==> config.mk <==
export PLATFORM = sky130hd
export DESIGN_NAME = positional_list_table_top_flat
export DESIGN_NICKNAME = d
export VERILOG_FILES = /design/src/plt_pkg.sv /design/src/plt_if.sv /design/src/positional_list_table_top.sv /design/src/plt_ctrl.sv /design/src/plt_dp.sv /design/src/flat_wrapper.sv
export SDC_FILE = /design/constraint.sdc
export NUM_CORES = 1
export LEC_CHECK = 0
export BUFFER_PORTS_ARGS = -buffer_cell sky130_fd_sc_hd__buf_2
export CORE_ASPECT_RATIO = 0.5
export CORE_MARGIN = 3
export CORE_UTILIZATION = 60
export CTS_BUF_LIST = sky130_fd_sc_hd__clkbuf_2 sky130_fd_sc_hd__clkbuf_4 sky130_fd_sc_hd__clkbuf_8
export CTS_CLUSTER_DIAMETER = 100
export DETAILED_ROUTE_END_ITERATION = 10
export GPL_TIMING_DRIVEN = 0
export PLACE_DENSITY = 0.85
export SETUP_SLACK_MARGIN = 0.4
export SLEW_MARGIN = 10
export SYNTH_ARGS = -nofsm -noshare
export SYNTH_HDL_FRONTEND = slang
export SYNTH_HIERARCHICAL = 1
export SYNTH_SLANG_ARGS = --single-unit
==> constraint.sdc <==
create_clock -name clk -period 17.5 [get_ports clk]
set_input_delay 1.75 -clock clk [delete_from_list [all_inputs] [get_ports clk]]
set_output_delay 1.75 -clock clk [all_outputs]
set_load 0.02 [all_outputs]
==> src/plt_pkg.sv <==
package plt_pkg;

  localparam int CNT_W = 5;
  localparam int POS_W = 5;
  localparam int VAL_W = 32;
  localparam int CMD_W = 3;
  localparam int ST_W  = 2;

  localparam logic [CNT_W-1:0] CAP_RESET = 5'd16;

  typedef enum logic [CMD_W-1:0] {
    CMD_APPEND = 3'd0,
    CMD_INSERT = 3'd1,
    CMD_REMOVE = 3'd2,
    CMD_READ   = 3'd3,
    CMD_WRITE  = 3'd4,
    CMD_SEARCH = 3'd5
  } cmd_t;

  typedef enum logic [ST_W-1:0] {
    ST_OK    = 2'd0,
    ST_FULL  = 2'd1,
    ST_RANGE = 2'd2
  } status_t;

  typedef enum logic [1:0] {
    S_IDLE = 2'd0,
    S_WALK = 2'd1,
    S_DONE = 2'd2
  } state_t;

  typedef struct packed {
    logic load;
    logic walk;
    logic commit;
  } dp_cmd_t;

  typedef struct packed {
    logic need_walk;
    logic walk_done;
  } dp_stat_t;

endpackage

==> src/plt_if.sv <==
interface plt_in_if import plt_pkg::*; ();
  logic                    valid;
  logic                    ready;
  logic [CMD_W-1:0]        cmd;
  logic [POS_W-1:0]        position;
  logic signed [VAL_W-1:0] value;

  modport source (output valid, cmd, position, value, input ready);
  modport sink (input valid, cmd, position, value, output ready);
endinterface

interface plt_out_if import plt_pkg::*; ();
  logic                    valid;
  logic                    ready;
  logic [ST_W-1:0]         status;
  logic signed [VAL_W-1:0] read_value;
  logic                    found;
  logic [POS_W-1:0]        found_position;
  logic [CNT_W-1:0]        count;

  modport source (output valid, status, read_value, found, found_position, count,
                  input ready);
  modport sink (input valid, status, read_value, found, found_position, count,
                output ready);
endinterface

==> src/positional_list_table_top.sv <==
// Flow: an item is accepted in IDLE and registered; insert, remove, read and search with entries
// to walk then pass through WALK, and every item ends in DONE, where its result is registered
// once the output is free. A new item is taken only after the last result is committed; the
// walk over the entry memory reads one entry per cycle.
// Reset (rst_n low, synchronous): count 0, capacity 16; entry contents stay undefined.
module positional_list_table_top import plt_pkg::*; #(
  parameter int DEPTH = 16
) (
  input  logic             clk,
  input  logic             rst_n,
  plt_in_if.sink           in_ch,
  plt_out_if.source        out_ch,
  input  logic             cfg_we,
  input  logic [CNT_W-1:0] cfg_wdata
);

  dp_cmd_t  dp_cmd;
  dp_stat_t dp_stat;

  plt_ctrl u_ctrl (
    .clk       (clk),
    .rst_n     (rst_n),
    .in_valid  (in_ch.valid),
    .in_ready  (in_ch.ready),
    .out_valid (out_ch.valid),
    .out_ready (out_ch.ready),
    .stat      (dp_stat),
    .cmd       (dp_cmd)
  );

  plt_dp #(
    .DEPTH (DEPTH)
  ) u_dp (
    .clk                (clk),
    .rst_n              (rst_n),
    .cmd                (dp_cmd),
    .stat               (dp_stat),
    .in_cmd             (in_ch.cmd),
    .in_position        (in_ch.position),
    .in_value           (in_ch.value),
    .cfg_we             (cfg_we),
    .cfg_wdata          (cfg_wdata),
    .out_status         (out_ch.status),
    .out_read_value     (out_ch.read_value),
    .out_found          (out_ch.found),
    .out_found_position (out_ch.found_position),
    .out_count          (out_ch.count)
  );

endmodule

==> src/plt_ctrl.sv <==
module plt_ctrl import plt_pkg::*; (
  input  logic     clk,
  input  logic     rst_n,
  input  logic     in_valid,
  output logic     in_ready,
  output logic     out_valid,
  input  logic     out_ready,
  input  dp_stat_t stat,
  output dp_cmd_t  cmd
);

  state_t state_r, state_nxt;
  logic   out_valid_r;
  logic   out_free;

  assign out_free = !out_valid_r || out_ready;

  always_comb begin
    state_nxt = state_r;
    case (state_r)
      S_IDLE: begin
        if (in_valid) begin
          state_nxt = stat.need_walk ? S_WALK : S_DONE;
        end
      end
      S_WALK: begin
        if (stat.walk_done) begin
          state_nxt = S_DONE;
        end
      end
      S_DONE: begin
        if (out_free) begin
          state_nxt = S_IDLE;
        end
      end
      default: state_nxt = S_IDLE;
    endcase
  end

  always_comb begin
    in_ready   = 1'b0;
    cmd.load   = 1'b0;
    cmd.walk   = 1'b0;
    cmd.commit = 1'b0;
    case (state_r)
      S_IDLE: begin
        in_ready = 1'b1;
        cmd.load = in_valid;
      end
      S_WALK: cmd.walk = 1'b1;
      S_DONE: cmd.commit = out_free;
      default: ;
    endcase
  end

  always_ff @(posedge clk) begin
    if (!rst_n) begin
      state_r     <= S_IDLE;
      out_valid_r <= 1'b0;
    end else begin
      state_r <= state_nxt;
      if (cmd.commit) begin
        out_valid_r <= 1'b1;
      end else if (out_ready) begin
        out_valid_r <= 1'b0;
      end
    end
  end

  assign out_valid = out_valid_r;

endmodule

==> src/plt_dp.sv <==
module plt_dp import plt_pkg::*; #(
  parameter int DEPTH = 16
) (
  input  logic                    clk,
  input  logic                    rst_n,
  input  dp_cmd_t                 cmd,
  output dp_stat_t                stat,
  input  logic [CMD_W-1:0]        in_cmd,
  input  logic [POS_W-1:0]        in_position,
  input  logic signed [VAL_W-1:0] in_value,
  input  logic                    cfg_we,
  input  logic [CNT_W-1:0]        cfg_wdata,
  output logic [ST_W-1:0]         out_status,
  output logic signed [VAL_W-1:0] out_read_value,
  output logic                    out_found,
  output logic [POS_W-1:0]        out_found_position,
  output logic [CNT_W-1:0]        out_count
);

  localparam int IW = (DEPTH > 1) ? $clog2(DEPTH) : 1;
  localparam int WW = (IW > CNT_W) ? IW : CNT_W;
  localparam logic [CNT_W-1:0] DEPTH_SAT = (DEPTH > 31) ? 5'd31 : CNT_W'(DEPTH);

  function automatic logic [IW-1:0] to_idx(input logic [CNT_W-1:0] x);
    logic [WW-1:0] w;
    w = WW'(x);
    return w[IW-1:0];
  endfunction

  logic [VAL_W-1:0] mem [DEPTH];

  logic [CNT_W-1:0] cap_r;
  logic [CNT_W-1:0] count_r, count_nxt;
  cmd_t             cmd_r;
  logic [POS_W-1:0] pos_r;
  logic [VAL_W-1:0] val_r;
  status_t          status_r, status_nxt;
  logic [CNT_W-1:0] rem_r, rem_init;
  logic [IW-1:0]    ptr_r, ptr_init;
  logic             pv_r;
  logic [IW-1:0]    paddr_r;
  logic [VAL_W-1:0] rdata_r;
  logic [VAL_W-1:0] rd_val_r;
  logic             found_r;
  logic [POS_W-1:0] fpos_r;

  logic [CNT_W-1:0] lim;
  logic             full, pos_in, ins_in, issue, ok;
  cmd_t             in_code;
  logic             wr_en;
  logic [IW-1:0]    wr_addr;
  logic [VAL_W-1:0] wr_data;
  logic [WW-1:0]    paddr_w;

  assign in_code = cmd_t'(in_cmd);
  assign lim     = (cap_r < DEPTH_SAT) ? cap_r : DEPTH_SAT;
  assign full    = count_r >= lim;
  assign pos_in  = (in_position != '0) && (in_position <= count_r);
  assign ins_in  = (in_position != '0) &&
                   ({1'b0, in_position} <= ({1'b0, count_r} + 6'd1));

  always_comb begin
    status_nxt = ST_OK;
    rem_init   = '0;
    ptr_init   = '0;
    case (in_code)
      CMD_APPEND: begin
        if (full) begin
          status_nxt = ST_FULL;
        end
      end
      CMD_INSERT: begin
        if (!ins_in) begin
          status_nxt = ST_RANGE;
        end else if (full) begin
          status_nxt = ST_FULL;
        end else begin
          rem_init = count_r + 5'd1 - in_position;
          ptr_init = to_idx(count_r - 5'd1);
        end
      end
      CMD_REMOVE: begin
        if (!pos_in) begin
          status_nxt = ST_RANGE;
        end else begin
          rem_init = count_r - in_position;
          ptr_init = to_idx(in_position);
        end
      end
      CMD_READ: begin
        if (!pos_in) begin
          status_nxt = ST_RANGE;
        end else begin
          rem_init = 5'd1;
          ptr_init = to_idx(in_position - 5'd1);
        end
      end
      CMD_WRITE: begin
        if (!pos_in) begin
          status_nxt = ST_RANGE;
        end
      end
      CMD_SEARCH: begin
        rem_init = count_r;
      end
      default: ;
    endcase
  end

  assign stat.need_walk = rem_init != '0;
  assign stat.walk_done = ((rem_r == '0) || found_r) && !pv_r;
  assign issue          = cmd.walk && (rem_r != '0) && !found_r;
  assign ok             = status_r == ST_OK;
  assign paddr_w        = WW'(paddr_r) + WW'(1);

  always_ff @(posedge clk) begin
    if (cmd.load) begin
      cmd_r    <= in_code;
      pos_r    <= in_position;
      val_r    <= in_value;
      status_r <= status_nxt;
      rem_r    <= rem_init;
      ptr_r    <= ptr_init;
      found_r  <= 1'b0;
      fpos_r   <= '0;
      rd_val_r <= '0;
    end else begin
      if (issue) begin
        rem_r   <= rem_r - 5'd1;
        ptr_r   <= (cmd_r == CMD_INSERT) ? ptr_r - IW'(1) : ptr_r + IW'(1);
        paddr_r <= ptr_r;
      end
      if (pv_r) begin
        case (cmd_r)
          CMD_SEARCH: begin
            if (!found_r && (rdata_r == val_r)) begin
              found_r <= 1'b1;
              fpos_r  <= paddr_w[POS_W-1:0];
            end
          end
          CMD_READ: rd_val_r <= rdata_r;
          default: ;
        endcase
      end
    end
  end

  always_comb begin
    wr_en   = 1'b0;
    wr_addr = '0;
    wr_data = rdata_r;
    if (pv_r && (cmd_r == CMD_INSERT)) begin
      wr_en   = 1'b1;
      wr_addr = paddr_r + IW'(1);
    end else if (pv_r && (cmd_r == CMD_REMOVE)) begin
      wr_en   = 1'b1;
      wr_addr = paddr_r - IW'(1);
    end else if (cmd.commit && ok) begin
      wr_data = val_r;
      case (cmd_r)
        CMD_APPEND: begin
          wr_en   = 1'b1;
          wr_addr = to_idx(count_r);
        end
        CMD_INSERT, CMD_WRITE: begin
          wr_en   = 1'b1;
          wr_addr = to_idx(pos_r - 5'd1);
        end
        default: ;
      endcase
    end
  end

  always_ff @(posedge clk) begin
    if (wr_en) begin
      mem[wr_addr] <= wr_data;
    end
    if (issue) begin
      rdata_r <= mem[ptr_r];
    end
  end

  always_comb begin
    count_nxt = count_r;
    if (ok) begin
      case (cmd_r)
        CMD_APPEND, CMD_INSERT: count_nxt = count_r + 5'd1;
        CMD_REMOVE:             count_nxt = count_r - 5'd1;
        default: ;
      endcase
    end
  end

  always_ff @(posedge clk) begin
    if (!rst_n) begin
      cap_r   <= CAP_RESET;
      count_r <= '0;
      pv_r    <= 1'b0;
    end else begin
      pv_r <= issue;
      if (cfg_we) begin
        cap_r <= cfg_wdata;
      end
      if (cmd.commit) begin
        count_r <= count_nxt;
      end
    end
  end

  always_ff @(posedge clk) begin
    if (cmd.commit) begin
      out_status         <= status_r;
      out_read_value     <= rd_val_r;
      out_found          <= found_r;
      out_found_position <= fpos_r;
      out_count          <= count_nxt;
    end
  end

endmodule

==> src/flat_wrapper.sv <==
// flat-port wrapper written by rule: the top's interface ports become plain ports
module positional_list_table_top_flat import plt_pkg::*;
#(
  parameter int DEPTH = 16
)
  (clk, rst_n, cfg_we, cfg_wdata, in_ch_valid, in_ch_cmd, in_ch_position, in_ch_value, in_ch_ready, out_ch_valid, out_ch_status, out_ch_read_value, out_ch_found, out_ch_found_position, out_ch_count, out_ch_ready);
  plt_in_if in_ch_i ();
  plt_out_if out_ch_i ();
  input  logic clk;
  input  logic rst_n;
  input  logic cfg_we;
  input  logic [CNT_W-1:0] cfg_wdata;
  input wire logic [$bits(in_ch_i.valid)-1:0] in_ch_valid;
  input wire logic [$bits(in_ch_i.cmd)-1:0] in_ch_cmd;
  input wire logic [$bits(in_ch_i.position)-1:0] in_ch_position;
  input wire logic [$bits(in_ch_i.value)-1:0] in_ch_value;
  output wire logic [$bits(in_ch_i.ready)-1:0] in_ch_ready;
  output wire logic [$bits(out_ch_i.valid)-1:0] out_ch_valid;
  output wire logic [$bits(out_ch_i.status)-1:0] out_ch_status;
  output wire logic [$bits(out_ch_i.read_value)-1:0] out_ch_read_value;
  output wire logic [$bits(out_ch_i.found)-1:0] out_ch_found;
  output wire logic [$bits(out_ch_i.found_position)-1:0] out_ch_found_position;
  output wire logic [$bits(out_ch_i.count)-1:0] out_ch_count;
  input wire logic [$bits(out_ch_i.ready)-1:0] out_ch_ready;
  assign in_ch_i.valid = in_ch_valid;
  assign in_ch_i.cmd = in_ch_cmd;
  assign in_ch_i.position = in_ch_position;
  assign in_ch_i.value = in_ch_value;
  assign in_ch_ready = in_ch_i.ready;
  assign out_ch_valid = out_ch_i.valid;
  assign out_ch_status = out_ch_i.status;
  assign out_ch_read_value = out_ch_i.read_value;
  assign out_ch_found = out_ch_i.found;
  assign out_ch_found_position = out_ch_i.found_position;
  assign out_ch_count = out_ch_i.count;
  assign out_ch_i.ready = out_ch_ready;
  positional_list_table_top #(.DEPTH(DEPTH)) u_core (.clk(clk), .rst_n(rst_n), .in_ch(in_ch_i), .out_ch(out_ch_i), .cfg_we(cfg_we), .cfg_wdata(cfg_wdata));
endmodule
Word level (Yosys, flattened, before mapping)
Memories as Yosys holds them, arrays and structs flattened. A register that Yosys moved wholly into a read port is not among the register bits.
Index checks and enable logic that the tools add are counted.
Widths: inputs -> output; s select.
{ "word_totals": {"n_memories": 1, "output_inout_bits": 47, "regBits": 151, "wordCells": 133, "in_bits": 50, "ram_bits": 512, "latchBits": 0, "romBits": 0} }
{ "memory_table": {"columns": ["memory", "words", "word_bits", "read_ports", "rd_ports_with_merged_regs", "wr", "line_no", "rtl"], "rows": [
  ["u_core.u_dp.mem", 16, 32, 1, 1, 1, "plt_dp.sv:30", "logic [VAL_W-1:0] mem [DEPTH];"]
]} }
{ "classes": {"mux": 46, "n_bitwise": 1, "n_reduce_logical": 32, "order_cmp": 4, "div_mod_pow": 0, "add_sub_neg": 13, "n_eq_ne": 16, "shift": 0, "n_mul": 0} }
{ "ops": {"columns": ["op", "n"], "rows": [
  ["$mux 32", 3],
  ["$mux 4", 10],
  ["$mux 5", 7],
  ["$eq 32x32->1", 1],
  ["$pmux 5 s4", 1],
  ["$sub 4x1->4 const B", 4],
  ["$reduce_bool 5->1", 3],
  ["$mux 1", 14],
  ["$eq 3x2->1 const B", 4],
  ["$eq 3x3->1 const B", 4],
  ["$mux 2", 6],
  ["$pmux 2 s3", 2],
  ["$pmux 4 s3", 1],
  ["$pmux 5 s2", 1],
  ["$sub 5x1->5 const B", 2],
  ["$sub 5x5->5", 2],
  ["$logic_and 1x1->1", 9],
  ["$add 4x1->4 const B", 2],
  ["$pmux 4 s2", 1],
  ["$add 5x1->6 const B", 1],
  ["$eq 3x1->1 const B", 2],
  ["$le 5x6->1", 1],
  ["$logic_not 3->1", 2],
  ["$reduce_and 3->1", 2],
  ["other kinds (18)", 27]
]} }

Logic depth before layout (Yosys ltp)
Gate-level depths: netlist (run 1).
{ "logic_depth": {"depth_word": 10, "ltp_mapped": 13, "depth_no_buf": 12} }

Hierarchy
Netlist (run 1), hierarchy kept.
{ "by_module_without_submodules": {"columns": ["mod", "cells_each", "area_per_inst_um2", "seq_area_each_um2", "n_inst"], "rows": [
  ["plt_dp", 1403, 27391.3, 20289.5, 1],
  ["plt_ctrl", 18, 165.2, 60.1, 1]
]} }

Worst setup path after synthesis (run 1)
Ideal clock, no wire load.
{ "synth_timing": {"kind": "input-to-reg", "from": "input out_ch_ready", "to": "memory u_core.u_dp.mem[8][0], enable pin", "arrival_time_ns": 6.499, "path_slack_ns": 10.580, "t_required_ns": 17.079, "setup_ns": 0.421, "path_stages": 8, "path_buffers": 1, "cell_sequence": "nand2b_1 -> nor2b_1 -> clkbuf_1 -> nand2_1 -> a2111oi_0 -> o32ai_1 -> or2_4 -> nor2_1"} }
{ "synth_rtl": {"columns": ["element", "line_no", "rtl"], "rows": [
  ["start: declaration", "flat_wrapper.sv:24", "input wire logic [$bits(out_ch_i.ready)-1:0] out_ch_ready;"],
  ["end: declaration", "plt_dp.sv:30", null]
]} }

==> results of run 1 <==
[final timing paths]
check	start	to	slack [ps]	depth (start not counted)
setup / recovery	out_ch_ready	u_core/u_dp/mem[14][10]	12250	11
hold / removal	u_core/u_dp/rd_val_r[7]	u_core/u_dp/out_read_value[7]	420	0
setup reg to reg	u_core/u_ctrl/state_r[0]	u_core/u_dp/mem[14][10]	12990	10
hold reg to reg	u_core/u_dp/rd_val_r[7]	u_core/u_dp/out_read_value[7]	420	0
[kinds of logic (layout without fill, tap and decap cells)]
| logic type | Yosys count | count (layout) | share of synthesized area, % |
|---|---|---|---|
| DFF | 695 | 695 | 73.85 |
| and+or+nand+nor | 220 | 220 | 3.923 |
| muxes | 198 | 198 | 14.59 |
| AOI/OAI and AO/OA | 120 | 120 | 2.792 |
| buffers and inverters | 97 | 381 | 1.435 |
| xor gates and xnor gates | 59 | 59 | 1.875 |
| adders and majority gates | 32 | 32 | 1.535 |
| other | 0 | 1 | 0 |
[through the flow]
step | utilization (%) | setup WS (ps) | std cells | hold slack [ps] | total power [mW]
2_1_floorplan | - | 10580 | 1421 | 407.6 | 2.200
3_3_place_gp | 64.71 | 7329 | 2104 | 411.4 | 2.316
3_5_place_dp | 66.32 | 11680 | 2129 | 419.3 | 2.344
4_1_cts | 70.55 | 12400 | 2293 | 435.1 | 3.578
5_1_grt | 70.55 | 12150 | 2293 | 441.8 | 3.672
6_report | 70.56 | 12250 | 2294 | 422.7 | 3.583
[Yosys cell counts, types with 8 or more instances]
library cell    n
mux2_2         13
dfxtp_1        52
o21ai_0        12
inv_1          33
mux2_1         17
nand2b_1       15
mux2i_1         8
xnor2_1        50
mux4_2        160
xor2_1          9
a21oi_1        51
nand4_1        11
nor2_1         44
nand3_1        10
nand2_1        86
clkbuf_1       36
edfxtp_1      643
nor2b_1        10
buf_2          22
ha_1           29
[state kept, by name, summed over array words and instances, names as in the netlist, 2 cells and up]
signal and count:
u_core/u_dp/count_r 5, u_core/u_dp/fpos_r 5, u_core/u_dp/status_r 2, u_core/u_dp/ptr_r 4, u_core/u_dp/out_found_position 5, u_core/u_dp/out_status 2
u_core/u_dp/rem_r 5, u_core/u_dp/rdata_r 32, u_core/u_ctrl/state_r 2, u_core/u_dp/rd_val_r 32, u_core/u_dp/val_r 32, u_core/u_dp/paddr_r 4
u_core/u_dp/mem 512, u_core/u_dp/pos_r 4, u_core/u_dp/cmd_r 3, u_core/u_dp/cap_r 5, u_core/u_dp/out_count 5, u_core/u_dp/out_read_value 32
[report_power, final]
part | total, mW | internal [mW] | switching (mW)
Sequential | 1.89 | 1.86 | 0.0241
Combinational | 0.442 | 0.186 | 0.256
Clock | 1.26 | 0.650 | 0.606
[critical path, stage by stage]
cell	delay, ps
buf_2	90
nand2b_1	110
nor2b_4	540
buf_12	280
clkbuf_1	400
nand2_1	180
a2111oi_0	490
o32ai_1	280
nand2b_1	380
nor2_4	820
buf_16	250
[layout by cell type, fill, tap and decap left out, types with 6 or more instances in the layout]
cell / synthesis / layout
xor2_1: 9 / 9
inv_1: 33 / 33
buf_16: 0 / 14
buf_2: 22 / 117
ha_1: 29 / 29
buf_12: 0 / 9
mux2_2: 13 / 13
nand4_1: 11 / 11
clkbuf_4: 0 / 37
o21ai_0: 12 / 10
xnor2_1: 50 / 50
mux4_2: 160 / 160
nor2b_1: 10 / 9
a21oi_1: 51 / 51
nand3_1: 10 / 10
nor2_1: 44 / 28
clkbuf_8: 0 / 99
o22ai_1: 6 / 6
nand2_1: 86 / 86
nor2_4: 0 / 16
nand2b_1: 15 / 15
clkinv_1: 0 / 12
clkinv_2: 0 / 6
edfxtp_1: 643 / 643
dfxtp_1: 52 / 52
clkbuf_1: 36 / 36
mux2_1: 17 / 17
mux2i_1: 8 / 8
[layout make-up]
cell class	count	area, um^2	share of cell area (%)
Inverter	33	123.9	0.3949
Sequential cell	695	20350	64.87
Clock buffer	136	1640	5.229
Clock inverter	28	241.5	0.7698
Tap cell	588	735.7	2.345
Antenna cell	1	2.502	0.007978
Buffer	64	271.5	0.8656
Timing Repair Buffer	120	1056	3.367
Multi-Input combinational cell	629	6947	22.15
[routing by layer]
layer	up-vias	global-route usage (%)	routed length, um
met3	334	8.592	10570
met1	7754	39.99	24230
li1	6150	-	-
met5	-	0	13
met2	1512	50.13	34960
met4	2	15.88	4118
==> impl_metrics.tcl, run 1 <==
set metrics [dict create \
    synth_edf_count 643 \
    drtPass1Iterations 6 \
    ctsHoldBuffers 0 \
    gp_congestion 0.8790 \
    yosysSeqAreaShare_pct 73.85 \
    synth_ff_type "edfxtp_1" \
    max_freq_ghz 0.1905 \
    num_vias 15752 \
    yosysTopAreaCell "edfxtp_1" \
    drv_slew 0 \
    cts_setup_buffers 0 \
    detail_route.wl_per_cell_um 32.21 \
    drive_above_1_share_pct 29.03 \
    synthTopCellsByArea "edfxtp_1 70%, mux4_2 13%, dfxtp_1 3.8%" \
    ios 97 \
    worstMarginPinSlew_ps 1212 \
    drc_errors 0 \
    ys_warn_count 6 \
    critical_path_class "in -> reg" \
    io_buffers 95 \
    initial_core_util_pct 61.98 \
    ys_ff_latch 695 \
    nNetsFinal 1714 \
    fin_area_um2 31370 \
    grt_max_degree 32 \
    grt.total_usage_pct 31.21 \
    fin_setup_tns_ps 0 \
    cts_max_path_buffers 3 \
    min_period_over_period_pct 29.99 \
    powerDensity_nw_per_um2 114.2 \
    ctsResizeCount 0 \
    crit_arrival_ps 5620 \
    critPathLaunchType "primary input" \
    worst_slew_margin_rel_pct 19.20 \
    synth_cells 1421 \
    placed_area_um2 29480 \
    required_ps 17870 \
    cts.sinks 695 \
    clock_latency_ps 700 \
    areaGrowthSynthToFinish_pct 13.83 \
    grt_pass1_wl_um 106800 \
    peakVddDrop_mv 0.06045 \
    clockRootBuffer "clkbuf_8" \
    postRouteAntennaNets 0 \
    synth.cell_area_um2 27560 \
    grt_pass1_vias 16169 \
    worst-path-max-fanout 31 \
    clkSlewWorstSetupHoldPaths_ps 70 \
    cts_tree "done" \
    hpwl_um 46620 \
    die_y_um 157.5 \
    min_path_type "reg -> reg" \
    synth_area_per_cell_um2 19.39 \
    p_leak_nw 10.28 \
    synth_nets 1503 \
    rsz0062_at_grt "false" \
    fillers 2373 \
    fp.dieW_um 309.1 \
    setup_viol_count_final 0 \
    ys_types 68 \
    final.min_clock_period_ps 5249 \
    maxCapViolCount 0 \
    htreeDepth 3 \
    ys_async_sr_fraction_pct 0 \
    num_rows 54 \
    cts_made_buffers 89 \
    grt-ovfl-total 0 \
    antenna_found_initial 2 \
    dieArea_um2 48690 \
    drt-total-wl_um 73890 \
    viasPerCell 6.867 \
    hold_violations 0 \
    end_kind "flip-flop" \
    status "complete, no violations" \
    clock_skew_ps 46.69 \
    synth_top_area_share_pct 70.07 \
    drt_iter0_drc 2722 \
    core_area_um2 44460 \
]
No activity file was read; power rests on OpenSTA's default activity.
==> run 2: changes to the inputs <==
Clock period 17.5 ns to 5.5 ns, I/O delays scaled along.
==> run 2 against run 1 <==
Net effect: final area shrank 0.79%; die area is the same; via count shrank 1.8%; setup slack lost 11000 ps; combinational power grew to 3.1 times the previous value; register-to-register slack lost 12000 ps; hold slack lost 380 ps; clock-buffer cell count shrank 2; sequential power grew to 3.2 times the previous value; highest routed layer unchanged.
==> impl_metrics.tcl, run 2 (same netlist as run 1, synthesis figures left out) <==
set metrics [dict create \
    fp.dieW_um 309.1 \
    io_buffers 95 \
    grt.total_usage_pct 30.51 \
    cts_max_path_buffers 3 \
    powerDensity_nw_per_um2 359.0 \
    rsz0062_at_grt "false" \
    htreeDepth 3 \
    preCtsSetupSlack_ps 982.6 \
    crit_arrival_ps 4770 \
    peakVddDrop_mv 0.1945 \
    num_rows 54 \
    cts_tree "done" \
    antenna_cells 0 \
    ctsResizeCount 0 \
    final.min_clock_period_ps 4417 \
    setup_viol_count_final 0 \
    required_ps 5850 \
    initial_core_util_pct 61.98 \
    status "complete, no violations" \
    placed_area_um2 29340 \
    mostFrequentLayoutCell "edfxtp_1" \
    grt-ovfl-total 0 \
    ctsHoldBuffers 0 \
    cp_slowest_stage_delay_ps 720 \
    largest_reg_flops 512 \
    clkSlewWorstSetupHoldPaths_ps 70 \
    layout_common_cells "643 x edfxtp_1, 160 x mux4_2, 117 x buf_2, 99 x clkbuf_8, 86 x nand2_1" \
    worst-path-max-fanout 30 \
    worst_slew_margin_rel_pct 15.34 \
    postRouteAntennaNets 0 \
    dieArea_um2 48690 \
    clock_skew_ps 41.21 \
    hold_violations 0 \
    cts_setup_buffers 0 \
    ios 97 \
    drt_iter0_drc 2301 \
    maxCapViolCount 0 \
    end_kind "flip-flop" \
    grt_max_degree 31 \
    largest-register "u_core/u_dp/mem" \
    worstPathCellList "nand2b_1 -> nor2b_4 -> buf_12 -> clkbuf_1 -> nand2_1 -> a2111oi_0 -> o32ai_1 -> nand2b_1 -> nor2_4 -> buf_12" \
    drv_slew 0 \
    fin_setup_tns_ps 0 \
    critPathLaunchType "flip-flop" \
    cts.sinks 695 \
    min_path_type "in -> reg" \
    grt_pass1_wl_um 105300 \
    drt-total-wl_um 71970 \
    power_mw 11.17 \
    cp_slowest_cell "nor2_4" \
    clock_latency_ps 680 \
    num_vias 15469 \
    cts_made_buffers 91 \
    viasPerCell 6.752 \
    antenna_found_initial 2 \
    nNetsFinal 1712 \
    grt_pass1_vias 16256 \
    core_area_um2 44460 \
    gp_congestion 0.8615 \
    critical_path_class "reg -> reg" \
    max_freq_ghz 0.2264 \
    worst_slack_ps 1083 \
    path_buf_inv 3 \
    drtPass1Iterations 6 \
    worstMarginPinSlew_ps 1261 \
    drive_above_1_share_pct 28.54 \
    min_period_over_period_pct 80.31 \
    areaGrowthSynthToFinish_pct 12.93 \
    detail_route.wl_per_cell_um 31.41 \
    drc_errors 0 \
    p_leak_nw 10.17 \
    hpwl_um 45030 \
    die_y_um 157.5 \
    fin_area_um2 31120 \
    clockRootBuffer "clkbuf_8" \
    crit_family "simple AND/OR/NAND/NOR gates" \
]
==> run 2: cell count changes in the layout (fill, tap and decap cells not counted), sizes merged <==
cell      change
buf           -4
bufinv        -3
clkbuf        -2
clkinv        +9
clkinvlp      -1
diode         -1
inv           -1
==> run 2: per-stage QoR <==
stage | utilization [%] | std cells | hold WS [ps]
global route | 70.00 | 2291 | 31.35
floorplan | - | 1421 | 407.6
CTS | 70.00 | 2291 | 19.53
detailed placement | 65.99 | 2125 | 418.2
finish | 70.00 | 2291 | 44.65
global placement | 64.71 | 2104 | 413.8
==> run 2: final cells by class <==
type	instances	area [um^2]
Buffer	64	271.5
Clock buffer	134	1625
Clock inverter	32	158.9
Fill cell	2421	13340
Inverter	33	123.9
Multi-Input combinational cell	629	6947
Sequential cell	695	20350
Tap cell	588	735.7
Timing Repair Buffer	116	908.4
==> run 2: path summary, 6_finish.rpt <==
path	depth (start not counted)	from	slack (ps)	endpoint
max	10	u_core/u_ctrl/state_r[0]	1080	u_core/u_dp/mem[13][14]
min	1	in_ch_value[23]	40	u_core/u_dp/val_r[23]
max reg2reg	10	u_core/u_ctrl/state_r[0]	1080	u_core/u_dp/mem[13][14]
min reg2reg	0	u_core/u_dp/rd_val_r[7]	420	u_core/u_dp/out_read_value[7]
==> run 2: power breakdown <==
part           internal [mW]  switching [mW]
Sequential              5.92          0.0749
Clock                   1.91            1.89
Combinational          0.589           0.786
==> run 2: layer usage <==
metal  up-vias  wire, um  part of all wire (%)  GRT usage [%]
met4         2      3825                   5.3          16.26
met1      7693     23950                    33          37.78
met3       271      9883                    14          9.991
met2      1346     34290                    48          48.85
li1       6157         -                     -              -
met5         -        13                 0.018              0
